<file path="src/rtl/core/nrsp_pkg.sv">
package nrsp_pkg;

	localparam int FIELD_CHARS_DEF = 16;
	localparam int MAX_LINE_DEF    = 128;
	localparam int NUM_DATA        = 5;
	localparam int CHUNK_CHARS     = 8;
	localparam int NUM_ROWS        = 2 * NUM_DATA;
	localparam int ROW_W           = 4;
	localparam int SLOT_W          = 3;

	localparam logic [ROW_W-1:0]  LAST_ROW  = ROW_W'(NUM_ROWS - 1);
	localparam logic [SLOT_W-1:0] SLOT_NONE = SLOT_W'(NUM_DATA);

	// header match progress
	localparam logic [2:0] HDR_HUNT  = 3'd0;
	localparam logic [2:0] HDR_FIRST = 3'd1;
	localparam logic [2:0] HDR_ALT   = 3'd2;
	localparam logic [2:0] HDR_LAST  = 3'd6;
	localparam logic [2:0] HDR_BODY  = 3'd7;

	localparam logic [2:0] FNUM_STATUS = 3'd1;
	localparam logic [2:0] FNUM_MAX    = 3'd7;

	localparam logic [7:0] CH_DOLLAR = 8'h24;
	localparam logic [7:0] CH_COMMA  = 8'h2C;
	localparam logic [7:0] CH_CR     = 8'h0D;
	localparam logic [7:0] CH_LF     = 8'h0A;
	localparam logic [7:0] CH_G      = 8'h47;
	localparam logic [7:0] CH_P      = 8'h50;
	localparam logic [7:0] CH_N      = 8'h4E;
	localparam logic [7:0] CH_R      = 8'h52;
	localparam logic [7:0] CH_M      = 8'h4D;
	localparam logic [7:0] CH_C      = 8'h43;
	localparam logic [7:0] CH_A      = 8'h41;
	localparam logic [7:0] CH_V      = 8'h56;

	typedef enum logic [1:0] {
		ST_TAKE,
		ST_READ,
		ST_SEND
	} nrsp_state_t;

	typedef struct packed {
		logic             accept;
		logic             rd_en;
		logic [ROW_W-1:0] rd_row;
	} nrsp_cmd_t;

	typedef struct packed {
		logic run_start;
	} nrsp_sts_t;

	function automatic logic [7:0] hdr_char(input logic [2:0] pos);
		logic [7:0] ch;
		case (pos)
			3'd1: ch = CH_G;
			3'd2: ch = CH_P;
			3'd3: ch = CH_R;
			3'd4: ch = CH_M;
			3'd5: ch = CH_C;
			3'd6: ch = CH_COMMA;
			default: ch = CH_DOLLAR;
		endcase
		return ch;
	endfunction

	// comma count to data slot, SLOT_NONE when not kept
	function automatic logic [SLOT_W-1:0] data_slot(input logic [2:0] fnum);
		logic [SLOT_W-1:0] s;
		case (fnum)
			3'd0: s = SLOT_W'(0);
			3'd2: s = SLOT_W'(1);
			3'd3: s = SLOT_W'(2);
			3'd4: s = SLOT_W'(3);
			3'd5: s = SLOT_W'(4);
			default: s = SLOT_NONE;
		endcase
		return s;
	endfunction

endpackage

</file>
<file path="src/rtl/core/nrsp_ctrl.sv">
module nrsp_ctrl (
	input  logic                clk,
	input  logic                arst_n,
	input  logic                in_valid,
	output logic                in_stall,
	output logic                out_valid,
	input  logic                out_stall,
	input  nrsp_pkg::nrsp_sts_t sts,
	output nrsp_pkg::nrsp_cmd_t cmd
);
	import nrsp_pkg::*;

	nrsp_state_t      state_q, state_d;
	logic [ROW_W-1:0] idx_q, idx_d;

	always_ff @(posedge clk or negedge arst_n) begin
		if (!arst_n) begin
			state_q <= ST_TAKE;
			idx_q   <= '0;
		end else begin
			state_q <= state_d;
			idx_q   <= idx_d;
		end
	end

	always_comb begin
		state_d    = state_q;
		idx_d      = idx_q;
		in_stall   = 1'b1;
		out_valid  = 1'b0;
		cmd.accept = 1'b0;
		cmd.rd_en  = 1'b0;
		cmd.rd_row = idx_q;
		case (state_q)
			ST_TAKE: begin
				in_stall   = 1'b0;
				cmd.accept = in_valid;
				if (in_valid && sts.run_start) begin
					idx_d   = '0;
					state_d = ST_READ;
				end
			end
			ST_READ: begin
				cmd.rd_en = 1'b1;
				state_d   = ST_SEND;
			end
			ST_SEND: begin
				out_valid = 1'b1;
				if (!out_stall) begin
					if (idx_q == LAST_ROW) begin
						idx_d   = '0;
						state_d = ST_TAKE;
					end else begin
						idx_d   = idx_q + 1'b1;
						state_d = ST_READ;
					end
				end
			end
			default: begin
				state_d = ST_TAKE;
			end
		endcase
	end

	a_no_take_while_send: assert property (@(posedge clk) disable iff (!arst_n)
		out_valid |-> in_stall)
		else $error("input taken during result run");

	a_hold_row: assert property (@(posedge clk) disable iff (!arst_n)
		(out_valid && out_stall) |=> (out_valid && $stable(idx_q)))
		else $error("result row moved while stalled");

	a_read_then_send: assert property (@(posedge clk) disable iff (!arst_n)
		cmd.rd_en |=> (state_q == ST_SEND))
		else $error("read not followed by send");

	a_run_ends: assert property (@(posedge clk) disable iff (!arst_n)
		(out_valid && !out_stall && idx_q == LAST_ROW) |=> (state_q == ST_TAKE && idx_q == '0))
		else $error("run did not end after last result");

endmodule

</file>
<file path="src/rtl/core/nrsp_datapath.sv">
module nrsp_datapath #(
	parameter int FIELD_CHARS = nrsp_pkg::FIELD_CHARS_DEF,
	parameter int MAX_LINE    = nrsp_pkg::MAX_LINE_DEF
) (
	input  logic                clk,
	input  logic                arst_n,
	input  logic [7:0]          rx_byte,
	input  nrsp_pkg::nrsp_cmd_t cmd,
	output nrsp_pkg::nrsp_sts_t sts,
	output logic [63:0]         chunk_chars,
	output logic [3:0]          char_count,
	output logic                fix_valid
);
	import nrsp_pkg::*;

	localparam int FLEN_W = $clog2(FIELD_CHARS + 1);
	localparam int LINE_W = $clog2(MAX_LINE + 1);

	logic [2:0]        hdr_q, hdr_d;
	logic [2:0]        fnum_q, fnum_d;
	logic [LINE_W-1:0] line_q, line_d;
	logic [FLEN_W-1:0] cur_q, cur_d;
	logic [7:0]        stat_q, stat_d;
	logic              taken_q, taken_d;
	logic              cr_q, cr_d;
	logic              fix_q, fix_d;
	logic              clr_len, wr_en;
	logic [SLOT_W-1:0] slot;
	logic [5:0]        cur_ext;

	logic [FLEN_W-1:0] flen_q [NUM_DATA];
	logic [63:0]       mem_q  [NUM_ROWS];
	logic [63:0]       rd_data_q;
	logic [3:0]        cnt_q;
	logic [5:0]        len_ext;
	logic [3:0]        cnt_d;

	assign slot    = data_slot(fnum_q);
	assign cur_ext = 6'(cur_q);

	always_comb begin
		hdr_d         = hdr_q;
		fnum_d        = fnum_q;
		line_d        = line_q;
		cur_d         = cur_q;
		stat_d        = stat_q;
		taken_d       = taken_q;
		cr_d          = cr_q;
		fix_d         = fix_q;
		clr_len       = 1'b0;
		wr_en         = 1'b0;
		sts.run_start = 1'b0;
		if (cmd.accept) begin
			if (rx_byte == CH_DOLLAR) begin
				hdr_d  = HDR_FIRST;
				line_d = LINE_W'(1);
				cr_d   = 1'b0;
			end else if (hdr_q != HDR_HUNT) begin
				if (line_q >= LINE_W'(MAX_LINE)) begin
					hdr_d = HDR_HUNT;
					cr_d  = 1'b0;
				end else begin
					line_d = line_q + 1'b1;
					if (hdr_q != HDR_BODY) begin
						if (!(rx_byte == hdr_char(hdr_q) ||
						      (hdr_q == HDR_ALT && rx_byte == CH_N))) begin
							hdr_d = HDR_HUNT;
							cr_d  = 1'b0;
						end else if (hdr_q == HDR_LAST) begin
							hdr_d   = HDR_BODY;
							fnum_d  = '0;
							cur_d   = '0;
							clr_len = 1'b1;
							stat_d  = '0;
							taken_d = 1'b0;
							cr_d    = 1'b0;
						end else begin
							hdr_d = hdr_q + 3'd1;
						end
					end else if (cr_q && rx_byte == CH_LF) begin
						hdr_d         = HDR_HUNT;
						cr_d          = 1'b0;
						sts.run_start = 1'b1;
						if (taken_q && stat_q == CH_A) begin
							fix_d = 1'b1;
						end else if (taken_q && stat_q == CH_V) begin
							fix_d = 1'b0;
						end
					end else begin
						cr_d = 1'b0;
						if (rx_byte == CH_CR) begin
							cr_d = 1'b1;
						end else if (rx_byte == CH_COMMA) begin
							if (fnum_q < FNUM_MAX) begin
								fnum_d = fnum_q + 3'd1;
							end
							cur_d = '0;
						end else if (fnum_q == FNUM_STATUS) begin
							if (!taken_q) begin
								stat_d  = rx_byte;
								taken_d = 1'b1;
							end
						end else if (slot != SLOT_NONE && cur_q < FLEN_W'(FIELD_CHARS)) begin
							wr_en = 1'b1;
							cur_d = cur_q + 1'b1;
						end
					end
				end
			end
		end
	end

	always_ff @(posedge clk or negedge arst_n) begin
		if (!arst_n) begin
			hdr_q   <= HDR_HUNT;
			fnum_q  <= '0;
			line_q  <= '0;
			cur_q   <= '0;
			stat_q  <= '0;
			taken_q <= 1'b0;
			cr_q    <= 1'b0;
			fix_q   <= 1'b0;
			for (int i = 0; i < NUM_DATA; i++) begin
				flen_q[i] <= '0;
			end
		end else begin
			hdr_q   <= hdr_d;
			fnum_q  <= fnum_d;
			line_q  <= line_d;
			cur_q   <= cur_d;
			stat_q  <= stat_d;
			taken_q <= taken_d;
			cr_q    <= cr_d;
			fix_q   <= fix_d;
			if (clr_len) begin
				for (int i = 0; i < NUM_DATA; i++) begin
					flen_q[i] <= '0;
				end
			end else if (wr_en) begin
				flen_q[slot] <= cur_q + 1'b1;
			end
		end
	end

	// character store, one row per 8-character chunk
	always_ff @(posedge clk) begin
		if (wr_en && cur_ext < 6'(2 * CHUNK_CHARS)) begin
			mem_q[{slot, cur_q[3]}][{cur_q[2:0], 3'b000} +: 8] <= rx_byte;
		end
	end

	assign len_ext = 6'(flen_q[cmd.rd_row[ROW_W-1:1]]);

	always_comb begin
		if (!cmd.rd_row[0]) begin
			cnt_d = (len_ext > 6'd8) ? 4'd8 : len_ext[3:0];
		end else if (len_ext > 6'd16) begin
			cnt_d = 4'd8;
		end else if (len_ext > 6'd8) begin
			cnt_d = 4'(len_ext - 6'd8);
		end else begin
			cnt_d = 4'd0;
		end
	end

	always_ff @(posedge clk) begin
		if (cmd.rd_en) begin
			rd_data_q <= mem_q[cmd.rd_row];
			cnt_q     <= cnt_d;
		end
	end

	always_comb begin
		for (int i = 0; i < CHUNK_CHARS; i++) begin
			chunk_chars[i*8 +: 8] = (4'(i) < cnt_q) ? rd_data_q[i*8 +: 8] : 8'h00;
		end
	end

	assign char_count = cnt_q;
	assign fix_valid  = fix_q;

endmodule

</file>
<file path="src/rtl/core/nmea_rmc_sentence_parser_unit.sv">
// RMC sentence parser
//
// Input channel: one received character per request on rx_byte, taken when
// in_valid is high and in_stall is low. Outside a result run the block
// takes one character every cycle.
// Output channel: after a "$GPRMC," or "$GNRMC," line ends in CR LF the block
// sends ten results, UTC time, latitude, N/S, longitude and E/W, each as two
// 8-character chunks with a count, the updated fix flag, and last_of_run on
// the tenth. in_stall stays high for the whole run.
// Sequencing: after the LF is taken the block reads a row of the character
// store into a register, then presents it as a result; once that result is
// taken it reads the next row, so each result follows a registered read of
// the store. After the tenth result is taken it returns to taking characters.
// When out_stall is high the current result holds and the run waits.
// Reset clears the header match, field counts and the fix flag; the
// character store is not cleared and holds no request after reset.
module nmea_rmc_sentence_parser_unit #(
	parameter int FIELD_CHARS = nrsp_pkg::FIELD_CHARS_DEF,
	parameter int MAX_LINE    = nrsp_pkg::MAX_LINE_DEF
) (
	input  logic        clk,
	input  logic        arst_n,
	input  logic        in_valid,
	output logic        in_stall,
	input  logic [7:0]  rx_byte,
	output logic        out_valid,
	input  logic        out_stall,
	output logic [2:0]  field_id,
	output logic        chunk_index,
	output logic [63:0] chunk_chars,
	output logic [3:0]  char_count,
	output logic        fix_valid,
	output logic        last_of_run
);
	import nrsp_pkg::*;

	nrsp_cmd_t cmd;
	nrsp_sts_t sts;

	nrsp_ctrl u_ctrl (
		.clk       (clk),
		.arst_n    (arst_n),
		.in_valid  (in_valid),
		.in_stall  (in_stall),
		.out_valid (out_valid),
		.out_stall (out_stall),
		.sts       (sts),
		.cmd       (cmd)
	);

	nrsp_datapath #(
		.FIELD_CHARS (FIELD_CHARS),
		.MAX_LINE    (MAX_LINE)
	) u_datapath (
		.clk         (clk),
		.arst_n      (arst_n),
		.rx_byte     (rx_byte),
		.cmd         (cmd),
		.sts         (sts),
		.chunk_chars (chunk_chars),
		.char_count  (char_count),
		.fix_valid   (fix_valid)
	);

	assign field_id    = cmd.rd_row[ROW_W-1:1];
	assign chunk_index = cmd.rd_row[0];
	assign last_of_run = (cmd.rd_row == LAST_ROW);

endmodule

</file>
<file path="config.mk">
export PLATFORM = sky130hd
export DESIGN_NAME = nmea_rmc_sentence_parser_unit
export DESIGN_NICKNAME = d
export VERILOG_FILES = /design/src/rtl/core/nrsp_pkg.sv /design/src/rtl/core/nrsp_ctrl.sv /design/src/rtl/core/nrsp_datapath.sv /design/src/rtl/core/nmea_rmc_sentence_parser_unit.sv
export SDC_FILE = /design/constraint.sdc
export NUM_CORES = 1
export LEC_CHECK = 0
export BUFFER_PORTS_ARGS = -buffer_cell sky130_fd_sc_hd__clkbuf_2
export CORE_MARGIN = 2
export CORE_UTILIZATION = 25
export CTS_BUF_LIST = sky130_fd_sc_hd__clkbuf_4 sky130_fd_sc_hd__clkbuf_8
export DETAILED_ROUTE_END_ITERATION = 10
export HOLD_SLACK_MARGIN = 0.15
export PLACE_DENSITY = 0.39
export SETUP_SLACK_MARGIN = 0.05
export SYNTH_ARGS = -nofsm -noshare
export SYNTH_HDL_FRONTEND = slang
export SYNTH_SLANG_ARGS = --single-unit
</file>
<file path="constraint.sdc">
create_clock -name clk -period 5.1 [get_ports clk]
set_clock_uncertainty 0.1 [all_clocks]
set_input_delay 0.765 -clock clk [delete_from_list [all_inputs] [get_ports clk]]
set_output_delay 0.765 -clock clk [all_outputs]
set_load 0.02 [all_outputs]
</file>
* Word level (Yosys, flattened, before mapping) *
Memories as Yosys holds them, arrays and structs flattened. A register that Yosys moved wholly into a read port is not among the register bits.
Index checks and enable logic that the tools add are counted.

word-level totals
  register bits after elaboration = 65
  bits in writable memories = 640
  output and inout port bits = 76
  logic and storage cells = 227
  memories = 1

cells by class
  add/subtract/negate cells = 7
  magnitude comparators = 17
  eq/ne operators = 35
  shifts and indexed selects = 2
  muxes and demuxes = 113
  bitwise gates (word level) = 5
  reduce and logical (&&, ||, !) cells = 31

memories
  memory            depth  width  read ports  clocked after memory_dff  wr ports  RTL line             source
  u_datapath.mem_q  10     64     1           1                         1         nrsp_datapath.sv:32  logic [63:0] mem_q [NUM_ROWS];

operator list
  operator                number
  $mux 8                  24
  $mux 64                 1
  $shift 8x8->64 const A  1
  $shiftx 8x8->64         1
  $mux 5                  11
  $mux 25                 2
  $mux 1                  45
  $mux 3                  14
  $pmux 7 s6              1
  $reduce_and 10->1       3
  $mux 4                  7
  $bwmux 25               1
  $eq 8x7->1 const B      3
  $eq 8x4->1 const B      2
  $eq 8x6->1 const B      2
  $lt 3x4->1 const A      4
  $bmux 5 s3              1
  $demux 5 s3             1
  $eq 3x3->1 const B      5
  $pmux 3 s5              1
  $reduce_bool 2->1       7
  $eq 3x2->1 const B      4
  $reduce_and 3->1        4
  $reduce_and 11->1       1
  other kinds (38)        64

* Depth between registers and ports, before layout *
Gate-level depths: netlist (run 1).

  depth after elaboration = 17
  mapped depth = 13

* By module *
Synthesis (run 1) repeated with hierarchy kept, for this count alone.

second synthesis, totals
  cell total of the unflattened synthesis = 1845
  area total of the unflattened synthesis = 31636.6 um^2

modules (own cells, without submodules)
  module                         instances  cells each  area each (um^2)  seq. area each (um^2)
  nrsp_datapath                  1          1808        31262.5           22636.7
  nrsp_ctrl                      1          36          361.6             150.1
  nmea_rmc_sentence_parser_unit  1          1           12.5              0.0

* Least setup slack after synthesis (run 1) *
No wires, ideal clock.

  path kind = reg-to-reg
  start = register u_ctrl.state_q[0]
  end = register u_datapath.cnt_q[0], in the netlist u_datapath.char_count[0] (enable)
  library setup time = 0.504 ns
  data arrival time = 3.486 ns
  path slack = 1.010 ns
  stages on the path, launching flop included = 2
  clock period less this slack = 4.090 ns
  path through = dfrtp_1 > nor2b_1

on the way
  word-level cells in the longest chain between the ends = 2

RTL lines
  element                 RTL line              source
  from (decl)             nrsp_ctrl.sv:13       nrsp_state_t state_q, state_d;
  from (signal assigned)  nrsp_ctrl.sv:21       state_q <= state_d;
  $eq 2x1->1              nrsp_ctrl.sv:34       case (state_q)
  $mux 1                  nrsp_ctrl.sv:34
  to (signal assigned)    nrsp_datapath.sv:169  cnt_q <= cnt_d;
  to (decl)               nrsp_datapath.sv:34   logic [3:0] cnt_q;

Every way passes these cells.
A chain may end at the register's enable or synchronous reset.

* Worst setup path after layout (run 1) *
  start = register u_datapath.cur_q[0]
  end = memory u_datapath.mem_q[0][37] (enable)

on the way
  word-level cells in the longest chain between the ends = 15
  elaborated cells on any way between the ends = 18
  those cells by class = add/sub: 1; order compare: 2; shift: 1; mux: 12; reduce/logical: 2

RTL lines
  element                            RTL line                                    source
  from (decl)                        nrsp_datapath.sv:22                         logic [FLEN_W-1:0] cur_q, cur_d;
  from (signal assigned)             nrsp_datapath.sv:130                        cur_q <= cur_d;
  $lt 5x5->1                         nrsp_datapath.sv:103, nrsp_datapath.sv:147
  $logic_and 1x1->1                  nrsp_datapath.sv:103                        end else if (slot != SLOT_NONE && cur_q < FLEN_W'(FIELD_CHARS)) begin
  $mux 1                             nrsp_datapath.sv:103
  $mux 1                             nrsp_datapath.sv:98                         end else if (fnum_q == FNUM_STATUS) begin
  $mux 1                             nrsp_datapath.sv:93                         end else if (rx_byte == CH_COMMA) begin
  $mux 1                             nrsp_datapath.sv:91                         if (rx_byte == CH_CR) begin
  $mux 1                             nrsp_datapath.sv:80                         end else if (cr_q && rx_byte == CH_LF) begin
  $mux 1                             nrsp_datapath.sv:64                         if (hdr_q != HDR_BODY) begin
  $mux 1                             nrsp_datapath.sv:59                         if (line_q >= LINE_W'(MAX_LINE)) begin
  $mux 1                             nrsp_datapath.sv:58                         end else if (hdr_q != HDR_HUNT) begin
  $mux 1                             nrsp_datapath.sv:54                         if (rx_byte == CH_DOLLAR) begin
  $mux 1                             nrsp_datapath.sv:53                         if (cmd.accept) begin
  $logic_and 1x1->1                  nrsp_datapath.sv:147                        if (wr_en && cur_ext < 6'(2 * CHUNK_CHARS)) begin
  $mux 1                             nrsp_datapath.sv:147
  $mux 64 (not written as such) (*)  nrsp_datapath.sv:148                        mem_q[{slot, cur_q[3]}][{cur_q[2:0], 3'b000} +: 8] <= rx_byte;
  to (decl)                          nrsp_datapath.sv:32

Every way passes the cells marked *; elsewhere a longest branch is shown, timed or not.

==> results of run 1 <==
report_power, final:
part | internal (mW) | switching (mW) | total, mW
registers | 6.81 | 0.0282 | 6.84
clock network | 3.42 | 2.75 | 6.17
logic | 0.0925 | 0.145 | 0.237
layer usage:
metal / wire [um] / GRT usage / part of all wire
met1: 39690 / 0.1857 / 0.45
met2: 41040 / 0.2185 / 0.47
met3: 4506 / 0.03038 / 0.052
met4: 1994 / 0.04619 / 0.023
met5: 24 / 0 / 0.00028
area by class of cell:
class                           count  area, um^2
Inverter                           22       82.58
Antenna cell                        3       7.507
Timing Repair Buffer              157        1028
Clock inverter                     79       740.7
Tap cell                         1637        2048
Clock buffer                      174        2207
Sequential cell                   769       22800
Multi-Input combinational cell    934        8075
Fill cell                       12250       86970
state kept, by name, summed over array words and instances (netlist names), 3 cells and up:
register and count:
u_datapath.stat_q 8, u_datapath.char_count 4, u_datapath.mem_q 640, u_datapath.cur_q 5, u_datapath.rd_data_q 64, u_datapath.flen_q 25
u_datapath.fnum_q 3, u_ctrl.idx_q 4, u_datapath.line_q 8, u_datapath.hdr_q 3
logic make-up (layout without fill, tap and decap cells):
logic type	after synthesis	after routing	share of synthesized area
flip-flops	769	769	0.7287
AND/OR/NAND/NOR	466	466	0.07759
AO/OA/AOI/OAI	224	224	0.04626
multiplexers	209	209	0.1201
buffers and inverters	120	432	0.01500
adder cells (fa/ha/maj)	21	21	0.008403
XOR/XNOR	14	14	0.003921
other	0	3	0
Yosys cell counts (23+ instances only):
| cell type | instances | area, um^2 |
|---|---|---|
| and2_1 | 51 | 319.1 |
| buf_1 | 33 | 123.9 |
| mux4_2 | 133 | 2995 |
| edfxtp_1 | 708 | 21260 |
| mux2i_1 | 76 | 760.7 |
| nor2_1 | 156 | 585.6 |
| a211oi_1 | 82 | 615.6 |
| dfrtp_1 | 61 | 1526 |
| nand2_1 | 47 | 176.4 |
| o21ai_0 | 23 | 115.1 |
| clkbuf_1 | 55 | 206.5 |
| nor2b_1 | 123 | 769.5 |
| a21oi_1 | 78 | 390.4 |
worst max-delay path by stage:
stage               slack [ns]  depth (start not counted)                                  to
floorplan                 1.01                          1  u_datapath.char_count[0]$_DFFE_PN_
global placement          0.88                          9   u_datapath.mem_q[9][11]$_DFFE_PP_
detailed placement        0.83                          9   u_datapath.mem_q[7][25]$_DFFE_PP_
CTS                       0.90                          8   u_datapath.mem_q[4][37]$_DFFE_PP_
global route              0.55                          8   u_datapath.mem_q[6][38]$_DFFE_PP_
finish                    0.94                          8   u_datapath.mem_q[0][37]$_DFFE_PP_
through the flow:
| step | utilization | setup slack, ns | area (um^2) |
|---|---|---|---|
| 2_1_floorplan | - | 1.010 | 31270 |
| 3_3_place_gp | 0.2744 | 0.8754 | 34020 |
| 3_5_place_dp | 0.2744 | 0.8273 | 34020 |
| 4_1_cts | 0.2984 | 0.8961 | 36980 |
| 5_1_grt | 0.2984 | 0.5476 | 36990 |
| 6_report | 0.2984 | 0.9400 | 36990 |
==> run_results.csv, run 1 <==
group,metric,value,unit
floorplan,die_h,357.7,um
global_routing,grt_max_degree,64,
drt,drc,0,
critical_path,critPathLaunch,"u_datapath.cur_q[0]$_DFFE_PN0P_",
min_path,holdPathStages,2,
critical_path,reg2regPathDepth,8,
critical_path,critical_path_class,"flip-flop to flip-flop",
critical_path,crit_path_cell_trace,"clkinv_1 -> ha_1 -> ha_1 -> nand2_1 -> or2_2 -> nor3_1 -> nand2_1 -> nor2_1",
synth,synth-edff-count,708,
clocking,postCtsHoldBufs,2,
global_routing,grt_pass1_wl,126800,um
critical_path,cp.arrival,4.48,ns
critical_path,required,5.42,ns
clocking,cts_resized,0,
global_routing,grt_pass1_vias,18140,
synth,ys.flop_type,"edfxtp_1",
sta,worst_slew_pin_slew,1.178,ns
synth,mappedNetlistNets,1856,
clocking,path_clk_slew,0.06,ns
clocking,worst_skew_pair.late_latency,0.82,ns
power_and_ir_drop,power,13.25,mW
global_routing,grtUsageTotal,0.1374,
sta,rsz0062_at_grt,"no",
sta,holdWs,0.3108,ns
drt,vias_per_cell,4.501,
floorplan,io_pins,88,
clocking,cts_num_sinks,769,
drt,postRouteAntennaNets,0,
sta,post-route-period-util,0.8157,
placed_design,gp_congestion,0.7823,
status,outcome,"complete, no violations",
drt,num_vias,16990,
global_routing,antenna_found_initial,8,
sta,fmax,240.4,MHz
synth,syn_inst,1823,
floorplan,start_util,0.2523,
placed_design,dp_cells,3517,
critical_path,worstReg2RegStart,"u_datapath.cur_q[0]$_DFFE_PN0P_",
sta,post-route-min-period,4.160,ns
sta,setup-tns-final,0,ns
synth,syn_area_per_cell,17.15,um^2
final_layout,syn_to_final_growth,18.30,%
sta,drv_slew,0,
synth,yosysSeqAreaShare,0.7287,
critical_path,reg2reg_to,"u_datapath.mem_q[0][37]$_DFFE_PP_",
sta,finalHoldViolCount,0,
global_routing,overflow,0,
critical_path,worstSetupEndpointType,"flip-flop",
placed_design,io_buffers,87,
power_and_ir_drop,power_density,358.3,mW/mm^2
clocking,numCtsBuffers,141,
clocking,clk_root_buffer_cell,"clkbuf_8",
placed_design,hpwl,57750,um
final_layout,fin_cells,3775,
min_path,holdPathEnd,"u_datapath.stat_q[0]$_DFFE_PN0P_",
run,max_cap_violations,0,
critical_path,crit_slowest_cell,"nor2_1",
critical_path,critPathLaunchType,"flip-flop",
floorplan,fp.dieW,357.7,um
floorplan,core_area,0.1240,mm^2
critical_path,critPathMaxFanout,11,
synth,synth_seq_cells,769,
final_layout,layout_common_cells,"edfxtp_1 (708), nor2_1 (156), clkbuf_8 (144)",
floorplan,num_rows,129,
drt,detail_route.wl_per_cell,23.11,um
floorplan,dieArea,0.1279,mm^2
final_layout,final_common_cell,"edfxtp_1",
sta,setup_viol,0,
critical_path,path_buf_inv,1,
drt,drt_pass1_iterations,5,
critical_path,cp_slowest_stage_delay,0.69,ns
min_path,hp-class,"primary input to flip-flop",
synth,ys_types,58,
power_and_ir_drop,power.leakage,10.92,nW
final_layout,fin_nets,2058,
synth,syn-cell-area,0.03127,mm^2
min_path,hold_start,"rx_byte[0]",
critical_path,timing.reg2reg.setup_slack,0.94,ns
clocking,tritoncts,"built",
drt,drtIter0Drc,1239,
drt,drt_wl_total,87250,um
clocking,clock_path_buffers,3,
power_and_ir_drop,ir_worst_vdd,0.2081,mV
critical_path,path_delay_family,"simple AND/OR/NAND/NOR gates",
final_layout,final_layout_size_suffix_gt1_frac,0.2515,
synth,ys_async_sr_fraction,0.07932,
clocking,cts_setup_buffers,0,
clocking,htreeDepth,4,
synth,yosys_warnings,0,
sta,slew-limit-headroom,0.2146,
Note: power is estimated with default switching activity, not from simulation.
==> run 2: changes to the inputs <==
Clock period 5.1 ns to 3.85 ns, I/O delays scaled along.
==> run_results.csv, run 2 (synthesis gave the netlist of run 1 again) <==
group,metric,value,unit
global_routing,grt_pass1_vias,18330,
clocking,htreeDepth,4,
critical_path,worstReg2RegStart,"u_datapath.hdr_q[0]$_DFFE_PN0P_",
sta,setup_ws,0.3461,ns
final_layout,largest_register_ffs,640,
sta,post-route-min-period,3.504,ns
critical_path,critical_path_class,"flip-flop to flip-flop",
drt,postRouteAntennaNets,0,
critical_path,critPathMaxFanout,12,
drt,detail_route.wl_per_cell,21.93,um
final_layout,fin_util,0.3059,
drt,num_vias,17140,
global_routing,grtUsageTotal,0.1344,
critical_path,reg2reg_to,"u_datapath.mem_q[7][32]$_DFFE_PP_",
clocking,path_clk_slew,0.06,ns
clocking,clk_root_buffer_cell,"clkbuf_8",
critical_path,timing.reg2reg.setup_slack,0.35,ns
final_layout,fin_cells,3893,
sta,worst_slew_pin_slew,1.040,ns
clocking,tritoncts,"built",
floorplan,io_pins,88,
final_layout,layout_common_cells,"edfxtp_1 (708), buf_4 (176), nor2_1 (156)",
clocking,worst_skew_pair.late_latency,0.81,ns
drt,drt_wl_total,85370,um
final_layout,syn_to_final_growth,21.26,%
sta,setup_viol,0,
min_path,holdPathEnd,"u_datapath.stat_q[7]$_DFFE_PN0P_",
floorplan,num_rows,129,
min_path,hold_start,"rx_byte[7]",
power_and_ir_drop,power.leakage,11.56,nW
final_layout,final_common_cell,"edfxtp_1",
global_routing,grt_pass1_wl,125300,um
placed_design,dpl_worst_slack,0.2682,ns
final_layout,final_layout_size_suffix_gt1_frac,0.2919,
min_path,hp-class,"primary input to flip-flop",
global_routing,grt_max_degree,75,
clocking,cts_num_sinks,769,
sta,finalHoldViolCount,0,
clocking,numCtsBuffers,143,
floorplan,dieArea,0.1279,mm^2
critical_path,crit_slowest_cell,"or3_4",
critical_path,cp_slowest_stage_delay,0.53,ns
critical_path,crit_path_cell_trace,"inv_1 -> ha_1 -> nor2b_1 -> or3_1 -> or2_0 -> or3_4 -> inv_1 -> nand2_1 -> nor2_1 -> buf_4",
drt,vias_per_cell,4.402,
critical_path,required,4.22,ns
sta,rsz0062_at_grt,"no",
clocking,clock_path_buffers,3,
drt,drc,0,
critical_path,reg2regPathDepth,10,
sta,setup-tns-final,0,ns
power_and_ir_drop,power_density,464.5,mW/mm^2
floorplan,start_util,0.2523,
floorplan,fp.dieW,357.7,um
drt,drtIter0Drc,1271,
critical_path,path_common_cell,"inv_1",
status,outcome,"complete, no violations",
final_layout,fin_nets,2177,
drt,drt_pass1_iterations,7,
min_path,holdPathStages,3,
floorplan,die_h,357.7,um
sta,drv_slew,0,
sta,post-route-period-util,0.9101,
floorplan,core_area,0.1240,mm^2
critical_path,critPathLaunchType,"flip-flop",
sta,fmax,285.4,MHz
placed_design,dp_cells,3631,
global_routing,overflow,0,
power_and_ir_drop,ir_worst_vdd,0.2919,mV
run,max_cap_violations,0,
placed_design,hpwl,56560,um
global_routing,antenna_found_initial,4,
power_and_ir_drop,power,17.61,mW
critical_path,worstSetupEndpointType,"flip-flop",
placed_design,gp_congestion,0.7628,
sta,slew-limit-headroom,0.3066,
placed_design,io_buffers,87,
critical_path,cp.arrival,3.88,ns
[run 2: cell types whose count changed in the layout (fill, tap and decap cells not counted), moves of 3 or more]
cell | previous run | this run
buf_4 | 63 | 176
clkbuf_4 | 30 | 38
clkinv_2 | 21 | 17
dlygate4sd3_1 | 2 | 5
[run 2: power by group]
group / internal, mW / switching, mW / leakage, nW / total (mW)
combinational: 0.131 / 0.194 / 3.69 / 0.325
clock: 4.64 / 3.58 / 1.57 / 8.22
sequential: 9.03 / 0.0433 / 6.30 / 9.07
total: 13.8 / 3.82 / 11.6 / 17.6
[run 2: stage by stage]
stage | instance area, um^2 | hold WS, ns
floorplan | 31270 | 0.1819
global route | 37920 | 0.1983
finish | 37920 | 0.2807
detailed placement | 34870 | 0.3482
global placement | 34870 | 0.3347
CTS | 37900 | 0.1808
[run 2: final cells by class]
class | instances | area, um^2
antenna | 2 | 5.005
tap | 1637 | 2048
fill | 12280 | 86040
clock inverter | 71 | 691.9
inverter | 22 | 82.58
sequential | 769 | 22800
clock buffer | 184 | 2295
timing repair buffer | 274 | 1927
multi-input combinational | 934 | 8066
[run 2: critical path: cells and delay by family, from the launching register on]
kind,cells,cell delay [ns]
AND/OR/NAND/NOR,6,1.93
flip-flops,1,0.41
adder cells (fa/ha/maj),1,0.26
buffers and inverters,3,0.46
[run 2: worst max-delay path by stage]
| stage | startpoint | to | slack, ns |
|---|---|---|---|
| 2_1_floorplan | rx_byte[1] | u_datapath.mem_q[3][48]$_DFFE_PP_ | 0.57 |
| 3_3_place_gp | u_datapath.hdr_q[0]$_DFFE_PN0P_ | u_datapath.mem_q[9][30]$_DFFE_PP_ | 0.25 |
| 3_5_place_dp | u_datapath.hdr_q[0]$_DFFE_PN0P_ | u_datapath.mem_q[3][24]$_DFFE_PP_ | 0.27 |
| 4_1_cts | u_datapath.char_count[3]$_DFFE_PN_ | chunk_chars[34] | 0.12 |
| 5_1_grt | u_datapath.hdr_q[0]$_DFFE_PN0P_ | u_datapath.mem_q[7][19]$_DFFE_PP_ | 0.08 |
| 6_report | u_datapath.hdr_q[0]$_DFFE_PN0P_ | u_datapath.mem_q[7][32]$_DFFE_PP_ | 0.35 |
[run 2: repair_timing]
item / 4_1_cts / 5_1_grt
buffers inserted: 0 / 0
endpoints found under the hold margin: 38 / 0
hold buffers: 5 / 0
endpoints found under the setup margin: 0 / 92
gates resized for setup: 0 / 3
[run 2: metal layers]
layer	track usage	routed length (um)	share of wire
met5	0	0	0
met4	0.04879	2294	0.027
met3	0.02718	3767	0.044
met2	0.2214	41340	0.48
met1	0.1755	37970	0.44
